**config.mk**
```make
export PLATFORM = sky130hd
export DESIGN_NAME = pixel_shuffle_premultiply
export DESIGN_NICKNAME = d
export VERILOG_FILES = /design/src/rtl/psp_pkg.sv /design/src/rtl/psp_lane.sv /design/src/rtl/pixel_shuffle_premultiply.sv
export SDC_FILE = /design/constraint.sdc
export NUM_CORES = 1
export LEC_CHECK = 0
export ABC_AREA = 1
export BUFFER_PORTS_ARGS = -buffer_cell sky130_fd_sc_hd__buf_4
export CORE_ASPECT_RATIO = 1.1
export CORE_MARGIN = 2
export CORE_UTILIZATION = 39
export DETAILED_ROUTE_END_ITERATION = 7
export PLACE_DENSITY_LB_ADDON = 0.12
export SLEW_MARGIN = 15
export SYNTH_ARGS = -nofsm -noshare
export SYNTH_HDL_FRONTEND = slang
export SYNTH_SLANG_ARGS = --single-unit
```
**constraint.sdc**
```tcl
create_clock -name clk -period 19.7 [get_ports clk]
set_input_delay 0 -clock clk [delete_from_list [all_inputs] [get_ports clk]]
set_output_delay 0 -clock clk [all_outputs]
set_load 0.005 [all_outputs]
```
**src/rtl/psp_pkg.sv**
```systemverilog
`timescale 1ns / 1ps
// psp_pkg: shared constants for the pixel shuffle / premultiply block
// no dependencies; imported by psp_lane, pixel_shuffle_premultiply and psp_checker

package psp_pkg;

  // byte lane geometry
  localparam int unsigned LANE_W   = 8;
  localparam int unsigned NUM_LANE = 4;
  localparam int unsigned PIXEL_W  = LANE_W * NUM_LANE;

  // register map
  localparam int unsigned CFG_ADDR_W = 3;
  localparam int unsigned CFG_DATA_W = 32;
  localparam logic [CFG_ADDR_W-1:0] REG_PREMUL    = 3'd0;
  localparam logic [CFG_ADDR_W-1:0] REG_ALPHA     = 3'd1;
  localparam logic [CFG_ADDR_W-1:0] REG_SEL0      = 3'd2;
  localparam logic [CFG_ADDR_W-1:0] REG_SEL1      = 3'd3;
  localparam logic [CFG_ADDR_W-1:0] REG_SEL2      = 3'd4;
  localparam logic [CFG_ADDR_W-1:0] REG_SEL3      = 3'd5;
  localparam logic [CFG_ADDR_W-1:0] REG_FILL_MASK = 3'd6;

  // byte selector: codes 0..3 pick a source byte, anything above gives zero
  localparam int unsigned SEL_W    = 3;
  localparam logic [SEL_W-1:0] SEL_LAST_BYTE = 3'd3;

  // rounding constant for c*a/255
  localparam logic [2*LANE_W-1:0] ROUND_HALF = 16'd128;

  typedef logic [LANE_W-1:0] lane_t;
  typedef logic [SEL_W-1:0]  sel_t;

endpackage

```
**src/rtl/psp_lane.sv**
```systemverilog
`timescale 1ns / 1ps
// psp_lane: one colour byte scaled by alpha with rounding, c*a/255, or passed through when scale_en is low
// depends on psp_pkg

module psp_lane
  import psp_pkg::*;
(
  input  lane_t colour,
  input  lane_t alpha,
  input  logic  scale_en,
  output lane_t result
);

  logic [2*LANE_W-1:0] prod;
  logic [2*LANE_W-1:0] rnd;
  logic [2*LANE_W:0]   folded;

  // t = c*a + 128, then (t + (t >> 8)) >> 8
  assign prod   = {{LANE_W{1'b0}}, colour} * {{LANE_W{1'b0}}, alpha};
  assign rnd    = prod + ROUND_HALF;
  assign folded = {1'b0, rnd} + {{(LANE_W+1){1'b0}}, rnd[2*LANE_W-1:LANE_W]};

  assign result = scale_en ? folded[2*LANE_W-1:LANE_W] : colour;

endmodule

```
**src/rtl/pixel_shuffle_premultiply.sv**
```systemverilog
`timescale 1ns / 1ps
// pixel_shuffle_premultiply: top level, byte shuffle with optional alpha premultiply
// depends on psp_pkg and psp_lane
//
//   channel   direction  beat contents (low bit up)
//   in_       slave      tdata[31:0] in_pixel
//   out_      master     tdata[31:0] out_pixel
//   cfg_      write      cfg_addr selects register 0..6, cfg_wdata[31:0]
//
// one pixel per clock while out_tready is high; a beat is registered in in_pixel_r, then out_pixel_r
// the input register feeds shuffle, one 8x8 multiply per lane and the mask OR,
// which land in the result register
// rst_n is synchronous and active low; it empties both stages and loads register defaults
// a stalled result holds; a new beat is still taken while the input stage can move on

module pixel_shuffle_premultiply
  import psp_pkg::*;
(
  input  logic                  clk,
  input  logic                  rst_n,
  // source stream
  input  logic                  in_tvalid,
  output logic                  in_tready,
  input  logic [PIXEL_W-1:0]    in_tdata,   // [31:0] in_pixel
  // result stream
  output logic                  out_tvalid,
  input  logic                  out_tready,
  output logic [PIXEL_W-1:0]    out_tdata,  // [31:0] out_pixel
  // configuration writes
  input  logic                  cfg_we,
  input  logic [CFG_ADDR_W-1:0] cfg_addr,
  input  logic [CFG_DATA_W-1:0] cfg_wdata
);

  // configuration registers
  logic               premul_on_r;
  logic [1:0]         alpha_lane_r;
  sel_t               sel_r [NUM_LANE];
  logic [PIXEL_W-1:0] fill_mask_r;

  // pipeline stages
  logic               in_vld_r;
  logic [PIXEL_W-1:0] in_pixel_r;
  logic               out_vld_r;
  logic [PIXEL_W-1:0] out_pixel_r;
  logic [PIXEL_W-1:0] out_pixel_nxt;

  logic  out_adv;
  logic  in_adv;
  lane_t shuf   [NUM_LANE];
  lane_t scaled [NUM_LANE];
  lane_t alpha;

  // register writes, indexes past the map are dropped
  always_ff @(posedge clk) begin
    if (!rst_n) begin
      premul_on_r  <= 1'b1;
      alpha_lane_r <= 2'd3;
      sel_r[0]     <= 3'd0;
      sel_r[1]     <= 3'd1;
      sel_r[2]     <= 3'd2;
      sel_r[3]     <= 3'd3;
      fill_mask_r  <= '0;
    end else if (cfg_we) begin
      case (cfg_addr)
        REG_PREMUL:    premul_on_r  <= cfg_wdata[0];
        REG_ALPHA:     alpha_lane_r <= cfg_wdata[1:0];
        REG_SEL0:      sel_r[0]     <= cfg_wdata[SEL_W-1:0];
        REG_SEL1:      sel_r[1]     <= cfg_wdata[SEL_W-1:0];
        REG_SEL2:      sel_r[2]     <= cfg_wdata[SEL_W-1:0];
        REG_SEL3:      sel_r[3]     <= cfg_wdata[SEL_W-1:0];
        REG_FILL_MASK: fill_mask_r  <= cfg_wdata[PIXEL_W-1:0];
        default: ;
      endcase
    end
  end

  // handshake: result stage frees when empty or taken, input stage follows
  assign out_adv    = !out_vld_r || out_tready;
  assign in_adv     = in_vld_r && out_adv;
  assign in_tready  = !in_vld_r || out_adv;
  assign out_tvalid = out_vld_r;
  assign out_tdata  = out_pixel_r;

  // byte shuffle
  always_comb begin
    for (int j = 0; j < NUM_LANE; j++) begin
      if (sel_r[j] > SEL_LAST_BYTE) begin
        shuf[j] = '0;
      end else begin
        shuf[j] = in_pixel_r[sel_r[j][1:0]*LANE_W +: LANE_W];
      end
    end
  end

  assign alpha = shuf[alpha_lane_r];

  // premultiply every lane but the alpha lane when premul_on_r is set
  for (genvar g = 0; g < NUM_LANE; g++) begin : g_lane
    psp_lane u_lane (
      .colour   (shuf[g]),
      .alpha    (alpha),
      .scale_en (premul_on_r && (alpha_lane_r != 2'(g))),
      .result   (scaled[g])
    );
  end

  assign out_pixel_nxt = {scaled[3], scaled[2], scaled[1], scaled[0]} | fill_mask_r;

  // stage valid bits
  always_ff @(posedge clk) begin
    if (!rst_n) begin
      in_vld_r  <= 1'b0;
      out_vld_r <= 1'b0;
    end else begin
      if (in_tready) begin
        in_vld_r <= in_tvalid;
      end
      if (out_adv) begin
        out_vld_r <= in_vld_r;
      end
    end
  end

  // payload registers
  always_ff @(posedge clk) begin
    if (in_tvalid && in_tready) begin
      in_pixel_r <= in_tdata;
    end
    if (in_adv) begin
      out_pixel_r <= out_pixel_nxt;
    end
  end

endmodule

```
After elaboration in Yosys (flattened, before gate mapping)
Memory sizes are Yosys's and may differ from the RTL's.
Index checks and enable logic that the tools add are counted.
Widths: inputs -> output; s select.
{"block": "op_classes", "n_addsub": 8, "mul": 4, "order_cmp": 5, "eq_ne": 9, "n_shift": 4, "n_mux": 32, "bitwise": 6, "n_reduce_logical": 15}
{"operator": "$shiftx 32x6->8", "count": 4}
{"operator": "$mux 8", "count": 10}
{"operator": "$add 16x8->16", "count": 4}
{"operator": "$add 16x8->16 const B", "count": 4}
{"operator": "$mul 8x8->16", "count": 4}
{"operator": "$or 32x32->32", "count": 1}
{"operator": "$mux 1", "count": 17}
{"operator": "$bmux 8 s2", "count": 1}
{"operator": "$gt 3x2->1 const B", "count": 4}
{"operator": "$mux 3", "count": 4}
{"operator": "$eq 3x3->1 const B", "count": 3}
{"operator": "$eq 3x2->1 const B", "count": 2}
{"operator": "$logic_and 1x1->1", "count": 6}
{"operator": "$reduce_and 2->1", "count": 3}
{"operator": "$ne 2x2->1 const B", "count": 2}
{"operator": "$or 1x1->1", "count": 4}
{"operator": "$eq 3x1->1 const B", "count": 1}
{"operator": "$ge 3x3->1 const B", "count": 1}
{"operator": "$logic_not 3->1", "count": 1}
{"operator": "$not 2->3", "count": 1}
{"operator": "$logic_not 1->1", "count": 2}
{"operator": "$logic_or 1x1->1", "count": 2}
{"operator": "$ne 2x1->1 const B", "count": 1}
{"operator": "$reduce_bool 2->1", "count": 1}
{"block": "word_totals", "register_bits": 101, "mem_bits_rw": 12, "input_bits": 72, "wordCells": 91, "memories": 1}
{"memory": "sel_r", "words": 4, "width": 3, "read_ports": 4, "rd_clocked_by_memory_dff": 0, "write_ports": 4, "line_no": "pixel_shuffle_premultiply.sv:38", "text": "sel_t sel_r [NUM_LANE];"}

Depth between registers and ports, before layout
Gate-level depths: netlist of run 1.
{"block": "logic_depth", "depth_word": 10, "mapped_depth": 43}

Cells and area by module
Synthesis of run 1 repeated with hierarchy kept, for this count alone.
{"block": "unflattened", "hier_cells": 2623, "hier_area_um2": 17769.5}
{"module": "pixel_shuffle_premultiply", "instances": 1, "cells_each": 682, "area_each_um2": 5650.4, "seq_area_each_um2": 3022.9}
{"module": "psp_lane (g_lane[1].u_lane)", "instances": 1, "cells_each": 491, "area_each_um2": 3060.4, "seq_area_each_um2": 0.0}
{"module": "psp_lane (g_lane[3].u_lane)", "instances": 1, "cells_each": 486, "area_each_um2": 3052.9, "seq_area_each_um2": 0.0}
{"module": "psp_lane (g_lane[2].u_lane)", "instances": 1, "cells_each": 484, "area_each_um2": 3037.9, "seq_area_each_um2": 0.0}
{"module": "psp_lane (g_lane[0].u_lane)", "instances": 1, "cells_each": 480, "area_each_um2": 2967.8, "seq_area_each_um2": 0.0}

Worst setup path before layout of run 1
No wires, ideal clock.
{"block": "synth_timing", "path_kind": "flip-flop to flip-flop", "startpoint": "memory sel_r[3][0] (netlist bit)", "endpoint": "register out_pixel_r[7], in the netlist out_tdata[7], data pin", "setup_time_ns": 0.255, "t_arrival_ns": 6.064, "required_time_ns": 19.445, "slack_ns": 13.382, "stages_incl_launch_ff": 37, "period_less_slack_ns": 6.318, "cell_sequence": "edfxtp_1 > buf_6 > inv_6 > buf_4 > nor2_1 > o32ai_1 > nand2_1 > nand2_1 > o21ai_1 > nor2_2 > inv_2 > buf_2 > nor2_1 > fa_1 > fa_1 > fa_1 > inv_1 > fa_1 > inv_1 > ha_1 > a21oi_1 > o21ai_0 > nand2_1 > nand3_1 > a21oi_1 > o21bai_1 > xnor2_1 > ha_1 > inv_1 > nor2_1 > inv_1 > nor2_1 > nand3_1 > nand2_2 > nand3_1 > nand3_1 > nand2_1"}
{"item": "from (decl)", "line_no": "pixel_shuffle_premultiply.sv:38"}
{"item": "to (signal assigned)", "line_no": "pixel_shuffle_premultiply.sv:131", "text": "out_pixel_r <= out_pixel_nxt;"}
{"item": "to (decl)", "line_no": "pixel_shuffle_premultiply.sv:45", "text": "logic [PIXEL_W-1:0] out_pixel_r;"}

==> run summary, run 1 <==
The routed layout has 15000 vias. Synthesis produced a netlist whose cell count is 2233. The buffer count from post-CTS setup fixing came out at 0. The peak supply drop is 0.0617 mV. The vias per cell is 5.07. TritonCTS built the clock tree. Between clock sinks in the finished design, the worst skew comes to 9.93 ps. Dividing the final minimum period by the clock period gives 44.3%. Setup repair after global routing left no endpoint under its margin.

Counting instances, the worst hold path has a depth of 2. Of all flip-flops after synthesis, the portion carrying an async set or reset was 0%. The number of nets in the final layout is 2788.

The post-route DRC violation count is 0. The synthesized netlist occupies a cell area of 16300 sq um. The number of warnings printed during yosys synthesis came out at 0. At the end of routability-driven placement, the weighted congestion stood at 0.900.

Clock tree synthesis found a total of 113 sinks. The design draws 1.71 mW. The clock latency on the worst-skew pair came out at 450 ps.

The post-synth net total is 2632. The share of post-route cells with drive strength above 1 is 10.8%. The max-cap check violation count is 0.

The critical path class is reg -> reg. The die width is 199 um. In the final timing run, aggregate negative setup slack is 0 ps. The synthesis-to-finish area growth is 15.9%. The final layout contains routed wiring with a total length of 51600 um. By area the synthesized netlist is led by sky130_fd_sc_hd__fa_1, sky130_fd_sc_hd__edfxtp_1, sky130_fd_sc_hd__ha_1. The arrival time at the worst endpoint is 8930 ps. The minimum period implied by the final worst setup slack is 8730 ps. The count of inserted antenna diode cells came out at 0. After clock tree synthesis, the clock-pin slew on the worst setup and hold paths is 60 ps. For this design the static power due to leakage is 10.0 nW. Among all flip-flop cells after synthesis, the most frequent one is sky130_fd_sc_hd__edfxtp_1. The largest total area in the synthesized netlist belongs to sky130_fd_sc_hd__fa_1. The number of gates given a new drive strength after cts is 0. The global-route congestion overflow total is 0.

TritonCTS created 17 clock buffers. The count of nets left with antenna violations after detail routing is 0. In this run the power density over the cells is 90.3 nW/um^2. The flip-flop and latch count after synthesis came out at 113. The die is 219 um tall. In this run the mean area of a mapped cell was 7.31 sq um. Setup violations remaining at the end of the flow were counted as 0. The count of final max-slew check failures came to 0. The number of enable flip-flop cells after synthesis is 76. The kind of capture point of the worst setup path is a flip-flop. In this run the deepest clock path goes through 2 buffers.

The register area share after synthesis came out at 18.5%. For the pin with the worst max-slew slack, the measured transition is 1220 ps. The final hold violation count is 0.

Entering global routing, the biggest net connects 42 pins. The core area came out at 41300 sq um. The starting density of the core is 39.5%. The wire length per cell after detailed routing came out at 17.4 um. The share of the synthesized area in the top cell type is 18.2%. The worst min-delay path category is in -> reg. The number of I/O port buffers is 105. The global router's overall resource usage came out at 25.0%. In this run the worst path has a maximum fanout of 21. The largest individual stage delay along the critical path comes from the cell sky130_fd_sc_hd__nor2_1. The delay of the slowest critical-path stage is 940 ps. The first global-routing pass estimated 82600 um of wire. The worst slew margin relative to its limit came out at 18.4%. The half-perimeter wire length after placement came out at 40400 um. STA classifies the critical path startpoint as a flip-flop.

Timing would allow up to 115 MHz. The first routing iteration left 1015 violations. The initial antenna violation count is 1. The number of I/O pins is 106.

The number of optimization iterations in the first detailed-route pass came out at 5. The number of global-route vias before repair was 15200. In this design, the critical path's most frequently occurring cell is sky130_fd_sc_hd__nand2_1. The total number of H-tree levels is 4. The most common cell in the netlist is sky130_fd_sc_hd__nand2_1. The flow ran to the end, and the final reports show no timing, DRC or antenna violations. The floorplan step defined a die boundary enclosing 43500 sq um.

The floorplan has 78 rows. The number of cells on the worst reg-to-reg path came out at 35. The commonest cells after synthesis are sky130_fd_sc_hd__nand2_1, sky130_fd_sc_hd__inv_1, sky130_fd_sc_hd__nor2_1. In this run the clock root is driven by a sky130_fd_sc_hd__clkbuf_16. The synthesized netlist contains 57 unique library cells. STA puts the critical path data required time at 19900 ps.
==> worst paths after layout <==
kind                           to   startpoint  slack, ps
setup / recovery    out_tdata[10]  sel_r[1][0]      10970
hold / removal    alpha_lane_r[1]        rst_n         40
setup reg to reg    out_tdata[10]  sel_r[1][0]      10970
hold reg to reg       premul_on_r  premul_on_r        510
==> logic make-up (layout without fill, tap and decap cells) <==
logic type	Yosys count	count (layout)	synth area share [%]
AND/OR/NAND/NOR	1099	1099	29.3
buffers and inverters	480	649	11.7
adder cells (fa/ha/maj)	327	327	31.9
AO/OA/AOI/OAI	182	182	6.26
flip-flops	113	113	18.5
XOR/XNOR	32	32	2.38
==> layer usage <==
layer  GRT usage [%]  share of wire, %
met5               0                 0
met4            8.53               2.6
met3            3.78               6.2
met2            42.4                48
met1            32.2                43
==> cell usage in the layout (no fill, tap or decap), types with 3 or more instances in the layout <==
cell,instances
sky130_fd_sc_hd__dlygate4sd3_1,72
sky130_fd_sc_hd__o21ai_1,19
sky130_fd_sc_hd__nand3_1,185
sky130_fd_sc_hd__nand3_2,16
sky130_fd_sc_hd__fa_1,148
sky130_fd_sc_hd__xor2_1,11
sky130_fd_sc_hd__o22ai_1,4
sky130_fd_sc_hd__o21bai_1,5
sky130_fd_sc_hd__xnor2_1,8
sky130_fd_sc_hd__nand4_1,22
sky130_fd_sc_hd__edfxtp_1,76
sky130_fd_sc_hd__o21a_1,3
sky130_fd_sc_hd__buf_4,111
sky130_fd_sc_hd__o21ai_0,45
sky130_fd_sc_hd__nor2_1,323
sky130_fd_sc_hd__nand2_1,483
sky130_fd_sc_hd__inv_2,13
sky130_fd_sc_hd__a21oi_1,81
sky130_fd_sc_hd__o21ai_2,5
sky130_fd_sc_hd__nand2_2,32
sky130_fd_sc_hd__inv_6,8
sky130_fd_sc_hd__nor2_2,11
sky130_fd_sc_hd__xor2_2,7
sky130_fd_sc_hd__dfxtp_1,37
sky130_fd_sc_hd__clkinvlp_4,3
sky130_fd_sc_hd__xnor2_2,5
sky130_fd_sc_hd__clkinv_1,4
sky130_fd_sc_hd__nor3_1,7
sky130_fd_sc_hd__inv_1,413
sky130_fd_sc_hd__a21oi_2,7
sky130_fd_sc_hd__nand2_4,3
sky130_fd_sc_hd__clkbuf_16,17
sky130_fd_sc_hd__ha_1,179
==> worst max-delay path, delay by kind of cell (launching register included) <==
kind,cells,cell delay (ps)
AO/OA/AOI/OAI,4,930
XOR/XNOR,1,220
adder cells (fa/ha/maj),6,2600
buffers and inverters,6,1240
flip-flops,1,660
AND/OR/NAND/NOR,18,2820
==> what timing repair did <==
action	in CTS	in global routing
endpoints found under the setup margin	0	0
hold buffers	72	0
endpoints found under the hold margin	81	0
==> registers in the layout (all words and copies together) (netlist names) <==
name          flops
out_tvalid        1
in_pixel_r       32
alpha_lane_r      2
in_vld_r          1
sel_r            12
out_tdata        32
premul_on_r       1
fill_mask_r      32
==> report_power, final <==
group          leakage (nW)  switching, mW  internal [mW]
Sequential             1.04         0.0198          0.286
Clock                 0.278          0.125          0.187
Combinational          8.68          0.711          0.378
Total                  10.0          0.856          0.851
==> layout make-up <==
cell class	instances	area (sq um)
clock inverter	14	154
clock buffer	18	429
inverter	434	1650
tap	560	701
sequential	113	3020
timing repair buffer	183	1550
fill	4189	22400
multi-input combinational	1640	11400
==> per-stage QoR <==
step / setup slack, ps / hold slack [ps] / instance area (sq um) / std cells / utilization [%]
finish: 10970 / 41.2 / 18900 / 2962 / 45.8
detailed placement: 11080 / 180 / 17600 / 2858 / 42.7
floorplan: 13380 / 98.9 / 16300 / 2233 / -
CTS: 11050 / 9.99 / 18900 / 2962 / 45.8
global placement: 11140 / 179 / 17600 / 2858 / 42.7
global route: 10500 / 44.1 / 18900 / 2962 / 45.8
Note: power is estimated with default switching activity, not from simulation.
==> run 2, diff against run 1 <==
==> constraint.sdc (replaced) <==
create_clock -name clk -period 7.6 [get_ports clk]
set_input_delay 0 -clock clk [delete_from_list [all_inputs] [get_ports clk]]
set_output_delay 0 -clock clk [all_outputs]
set_load 0.005 [all_outputs]
==> run summary, run 2 (synthesis results as in run 1) <==
The buffer depth of the longest clock path is 2. In this run the worst setup path begins at sel_r[2][0]. In this run the tightest slew margin relative to its limit is 27.8%. For this run, the slowest stage of the critical path takes 550 ps.

STA classifies the critical path endpoint as a flip-flop. The minimum period implied by the final worst setup slack came out at 7210 ps. The largest individual stage delay along the critical path comes from the cell sky130_fd_sc_hd__edfxtp_1.

In this design, the critical path's most frequently occurring cell is sky130_fd_sc_hd__nand2_1. The worst min-delay path category is in -> reg. Along the worst path, the maximum fanout reaches 9. The synthesis-to-finish area growth is 18.2%. The die area came out at 43500 sq um. The total chip power is 4.38 mW. Setup repair after global routing left no endpoint under its margin. The critical path in this run is classified as reg -> reg.

Along the worst hold path, the cell count comes to 2. The actual transition at the worst max-transition pin is 1080 ps. The final hold violation count came to 0. The number of cells on the worst reg-to-reg path is 35. Clock latency on the worst-skew pair, taken at its later pin, is 450 ps. The number of global-route vias before repair came out at 15300. The global router's overall resource usage is 24.9%. For this design the static power due to leakage is 10.2 nW. The startpoint class of the critical path is a flip-flop.

The number of cells on the critical path came out at 35. The clock-pin slew reported for the worst setup and hold paths after clock tree synthesis is 60 ps. Once detail routing completed, the nets flagged for antenna violations numbered 0. Data on the critical path is required at its endpoint by 7790 ps. The peak supply drop came out at 0.156 mV. The setup skew after layout is 8.25 ps. For this run the aggregate overflow at the end of global routing stands at 0. The max-cap check violation count is 0. The worst hold margin came out at 31.4 ps. The count of inserted antenna diode cells came out at 0. The areal power density over the cells came out at 227 nW/um^2. Leaving out fill and tap cells, the most frequent cell in the layout is sky130_fd_sc_hd__nand2_1.

The core area came out at 41300 sq um. In this run the critical register-to-register path is launched from sel_r[2][0]. Data arrives at the worst endpoint at 7400 ps.

The initial DRC count came out at 1048. The post-layout worst setup margin came out at 391 ps. For this configuration, the core starts out at a cell density of 39.5%. The count of final max-slew check failures came out at 0.

The die width is 199 um. The vias per cell came out at 4.97. The run finished with clean final reports. The total setup violations reported at the end of the flow is 0.

The CTS buffer count came out at 17. In this run the tool buffered the top-level ports with 105 buffer cells. In this run the number of H-tree levels came out at 4. The number of I/O pins is 106.

The worst setup timing slack at the placement stage is -148 ps. The tree is rooted in a sky130_fd_sc_hd__clkbuf_16. The clock tree from TritonCTS is yes.

Dividing the final minimum period by the clock period gives 94.9%. The post-route DRC violation count is 0. Derived from the worst setup path, the maximum achievable clock frequency is 139 MHz. The floorplan step set the die height to 219 um. After the last flow step, the layout net total stands at 2842. The total wire length after detailed routing came out at 51400 um. The initial antenna violation count is 0.

In this run the most critical hold path is launched from rst_n. The number of optimization iterations in the first detailed-route pass came out at 5. The placer congestion estimate is 0.924. The half-perimeter wire length after placement is 41300 um. The post-route netlist has 12.9% of its cells at a drive strength greater than 1.

The total buffers and inverters traversed by the critical path came out at 6. The number of placement rows came out at 78. The CTS sink count is 113.

The overall via count from detail_route is 15000. In the layout the commonest cells are sky130_fd_sc_hd__nand2_1, sky130_fd_sc_hd__inv_1, sky130_fd_sc_hd__nor2_1. Cells fill 46.7% of the core in the end. After detailed routing, the average wire length per cell comes to 17.0 um.

The first global-routing pass estimated 82800 um of wire. The maximum number of pins on one net before global-route repair came out at 42. Broken down by cell family, the worst path's largest delay share belongs to adder cells.
-- run 2: repair_timing --
action                     in CTS  in global routing
hold endpoints to repair       80                  0
resized for setup               0                 13
hold buffers                   71                  0
setup endpoints to repair       4                 25
setup buffers                   4                  5
-- run 2: area by class of cell --
class                      count  area [sq um]
clock buffer                  21           460
clock inverter                10          63.8
fill                        4252         22000
multi-input combinational   1640         11400
inverter                     434          1650
timing repair buffer         237          1960
sequential                   113          3020
tap                          560           701
-- run 2: final timing paths --
check / end / slack, ps
max: out_tdata[10] / 390
min: alpha_lane_r[1] / 30
max reg2reg: out_tdata[10] / 390
min reg2reg: fill_mask_r[29] / 510
-- run 2: metrics by stage --
stage | area [sq um] | setup TNS, ps | std cells
2_1_floorplan | 16300 | 0 | 2233
3_3_place_gp | 18000 | -21.6 | 2904
3_5_place_dp | 18000 | -269 | 2904
4_1_cts | 19200 | 0 | 3010
5_1_grt | 19300 | 0 | 3015
6_report | 19300 | 0 | 3015
-- run 2: power by group --
part,switching (mW),internal [mW]
clock network,0.296,0.427
registers,0.0405,0.741
logic,1.86,1.02
-- run 2: metal layers --
layer,vias up,GRT usage [%],part of all wire (%)
met4,0,9.08,3.1
met1,7059,31.8,43
met5,-,0,0
li1,7406,-,-
met2,444,42.9,49
met3,88,3.16,5.2
==> run 3, diff against run 2 <==
--- a/config.mk
+++ b/config.mk
@@ -10,6 +10,7 @@
 export CORE_ASPECT_RATIO = 1.1
 export CORE_MARGIN = 2
 export CORE_UTILIZATION = 39
+export CTS_BUF_LIST = sky130_fd_sc_hd__clkbuf_4 sky130_fd_sc_hd__clkbuf_8
 export DETAILED_ROUTE_END_ITERATION = 7
 export PLACE_DENSITY_LB_ADDON = 0.12
 export SLEW_MARGIN = 15
==> run summary, run 3 (synthesis results as in run 1) <==
The flow ran to the end, and the final reports show no timing, DRC or antenna violations. The synthesis-to-finish area growth is 19.6%. The data required time at the worst endpoint came out at 7840 ps. The first global-routing pass estimated 83600 um of wire. The library cells used most frequently in the layout, excluding fill and tap cells, are sky130_fd_sc_hd__nand2_1, sky130_fd_sc_hd__inv_1, sky130_fd_sc_hd__nor2_1.

After the first detailed-routing iteration, the DRC count stood at 974. Clock-pin slew was measured on the worst setup and hold paths at 70 ps. The area of placed instances came out at 18000 sq um.

The tool flagged a number of max-cap violations equal to 0. For this design, the sink count on the clock tree is 113. The initial antenna violation count is 0. The wire length per cell after detailed routing came out at 17.0 um. The most common cell type on the critical path is sky130_fd_sc_hd__nand2_1. In this run the standard cell core region covers 41300 sq um. Clock latency on the worst-skew pair, taken at its later pin, is 500 ps.

The total wire length after detailed routing is 51900 um. The worst min-delay path category is in -> reg. The register-to-register setup slack is 510 ps. The kind of capture point of the worst setup path is a flip-flop. The count of final max-slew check failures is 0. In this run the critical register-to-register path is captured at out_tdata[10].

The worst hold path begins at in_tdata[27]. The global-route congestion overflow total came out at 0. The arrival time at the worst endpoint came out at 7330 ps. The switching power summed over all nets came out at 2.17 mW. The detailed router placed 15300 vias in this run. Of the cells placed in the final design, the portion with a size suffix greater than 1 is 12.9%.

The delay of the slowest critical-path stage came out at 540 ps. The vias per cell is 4.99. Cell internal power was estimated by the tool at 2.01 mW. The floorplan has 78 rows. Entering global routing, the biggest net connects 42 pins. The number of cells on the worst hold path is 2. The count of nets left with antenna violations after detail routing came out at 0. The number of nets in the final layout came out at 2882. The number of I/O pins came out at 106.

For the worst flop-to-flop path, the logic depth is 35. The CTS buffer count is 17. The worst hold margin came out at 224 ps.

The total number of H-tree levels is 4. Headroom to the max-slew limit came out at 29.0%. The cell at the root of the clock tree is sky130_fd_sc_hd__clkbuf_8. The path with the worst hold slack has its endpoint at in_pixel_r[27]. The actual transition at the worst max-transition pin came out at 1060 ps. The startpoint class of the critical path is a flip-flop. Once layout is done, the placed cells without fillers occupy 19500 sq um. The placer congestion estimate is 0.924. The number of global-route vias before repair is 15600. The setup skew after layout is 12.6 ps. The number of I/O port buffers came out at 105. Per report_power, the sequential group accounts for 18.7% of the total. The initial utilization of the core area, before any placement, comes to 39.5%.

The relative contribution of the clock network to total power is 12.3%. The portion of the clock cycle consumed by the worst path in the final layout is 93.2%. The total setup violations reported at the end of the flow is 0. The total chip power came out at 4.19 mW. The die area came out at 43500 sq um.

The start of the worst register-to-register path is sel_r[2][0]. Derived from the worst setup path, the maximum achievable clock frequency is 141 MHz. The combinational fraction of design power is 69.1%.

In the routed design, unresolved DRC markers number 0. Global routing used 25.2% of the available tracks. The buffer depth of the longest clock path came out at 2.

The number of optimization iterations in the first detailed-route pass came out at 5. For this design the ratio of total power to cell area is 214 nW/um^2. The worst setup path is of the reg -> reg kind. Among all stages on the critical path, the largest delay is contributed by sky130_fd_sc_hd__edfxtp_1.

The floorplan step set the die height to 219 um. The die width is 199 um. VDD sags by at most 0.124 mV. The most common library cell in the layout ignoring fill and taps is sky130_fd_sc_hd__nand2_1. The final hold violation count came out at 0.

Net switching is 51.9% of the power. The minimum period implied by the final worst setup slack came out at 7090 ps. The analysis attributes to cell leakage a power of 10.4 nW. The half-perimeter wire length after placement came out at 41300 um. Of all nets on the critical path, the largest fanout is 9. The clock tree from TritonCTS is yes.
## run 3: changes by cell type in the layout (fill, tap and decap cells not counted), moves of 2 or more
cell	previous run	this run
sky130_fd_sc_hd__clkbuf_1	2	0
sky130_fd_sc_hd__dlygate4sd3_1	71	111
sky130_fd_sc_hd__clkbuf_4	0	2
sky130_fd_sc_hd__clkbuf_8	2	19
sky130_fd_sc_hd__clkbuf_16	17	0
## run 3: what timing repair did
item | 4_1_cts | 5_1_grt
endpoints found under the setup margin | 5 | 29
hold endpoints to repair | 84 | 0
hold buffers | 111 | 0
setup buffers | 4 | 5
resized for setup | 0 | 15
## run 3: per-layer routing
metal | vias to the layer above | routed length (um) | global-route usage [%]
met2 | 440 | 25400 | 43.4
li1 | 7494 | - | -
met1 | 7222 | 22300 | 31.8
met3 | 106 | 2610 | 3.64
met5 | - | 0 | 0
met4 | 0 | 1640 | 9.40
## run 3: area by class of cell
cell class / count / area [sq um]
inverter: 434 / 1650
fill: 4240 / 21800
antenna: 1 / 2.50
clock buffer: 21 / 277
timing repair buffer: 277 / 2360
sequential: 113 / 3020
clock inverter: 10 / 63.8
tap: 560 / 701
multi-input combinational: 1640 / 11400
## run 3: worst max path at each step
stage / from / to / cells past startpoint
floorplan: sel_r[3][0] / out_tdata[7] / 36
global placement: sel_r[2][0] / out_tdata[10] / 35
detailed placement: sel_r[2][0] / out_tdata[10] / 35
CTS: sel_r[2][0] / out_tdata[10] / 35
global route: sel_r[1][1] / out_tdata[17] / 34
finish: sel_r[2][0] / out_tdata[10] / 35
## run 3: power groups by stage
stage                     sequential (mW)  combinational (mW)  clock [mW]
after global placement              0.797                2.80           0
after global routing                0.784                3.30       0.556
after CTS                           0.781                2.90       0.534
after floorplan                     0.776                2.08           0
final                               0.781                2.89       0.513
after detailed placement            0.796                2.83           0
## run 3: through the flow
stage / TNS (ps) / utilization [%] / worst slack (ps) / std cells
6_report: 0 / 47.3 / 514 / 3056
5_1_grt: -1.69 / 47.3 / -1.69 / 3055
4_1_cts: 0 / 47.1 / 47.3 / 3050
3_5_place_dp: -269 / 43.5 / -148 / 2904
3_3_place_gp: -21.6 / 43.5 / -21.6 / 2904
2_1_floorplan: 0 / - / 1280 / 2233
## run 3: worst max-delay path, delay by kind of cell, from the launching register on
kind	cells	cell delay (ps)
compound gates	4	790
xor+xnor	1	210
fa+ha+maj	6	2710
buf+inv	6	630
flops	1	540
simple gates	18	1930
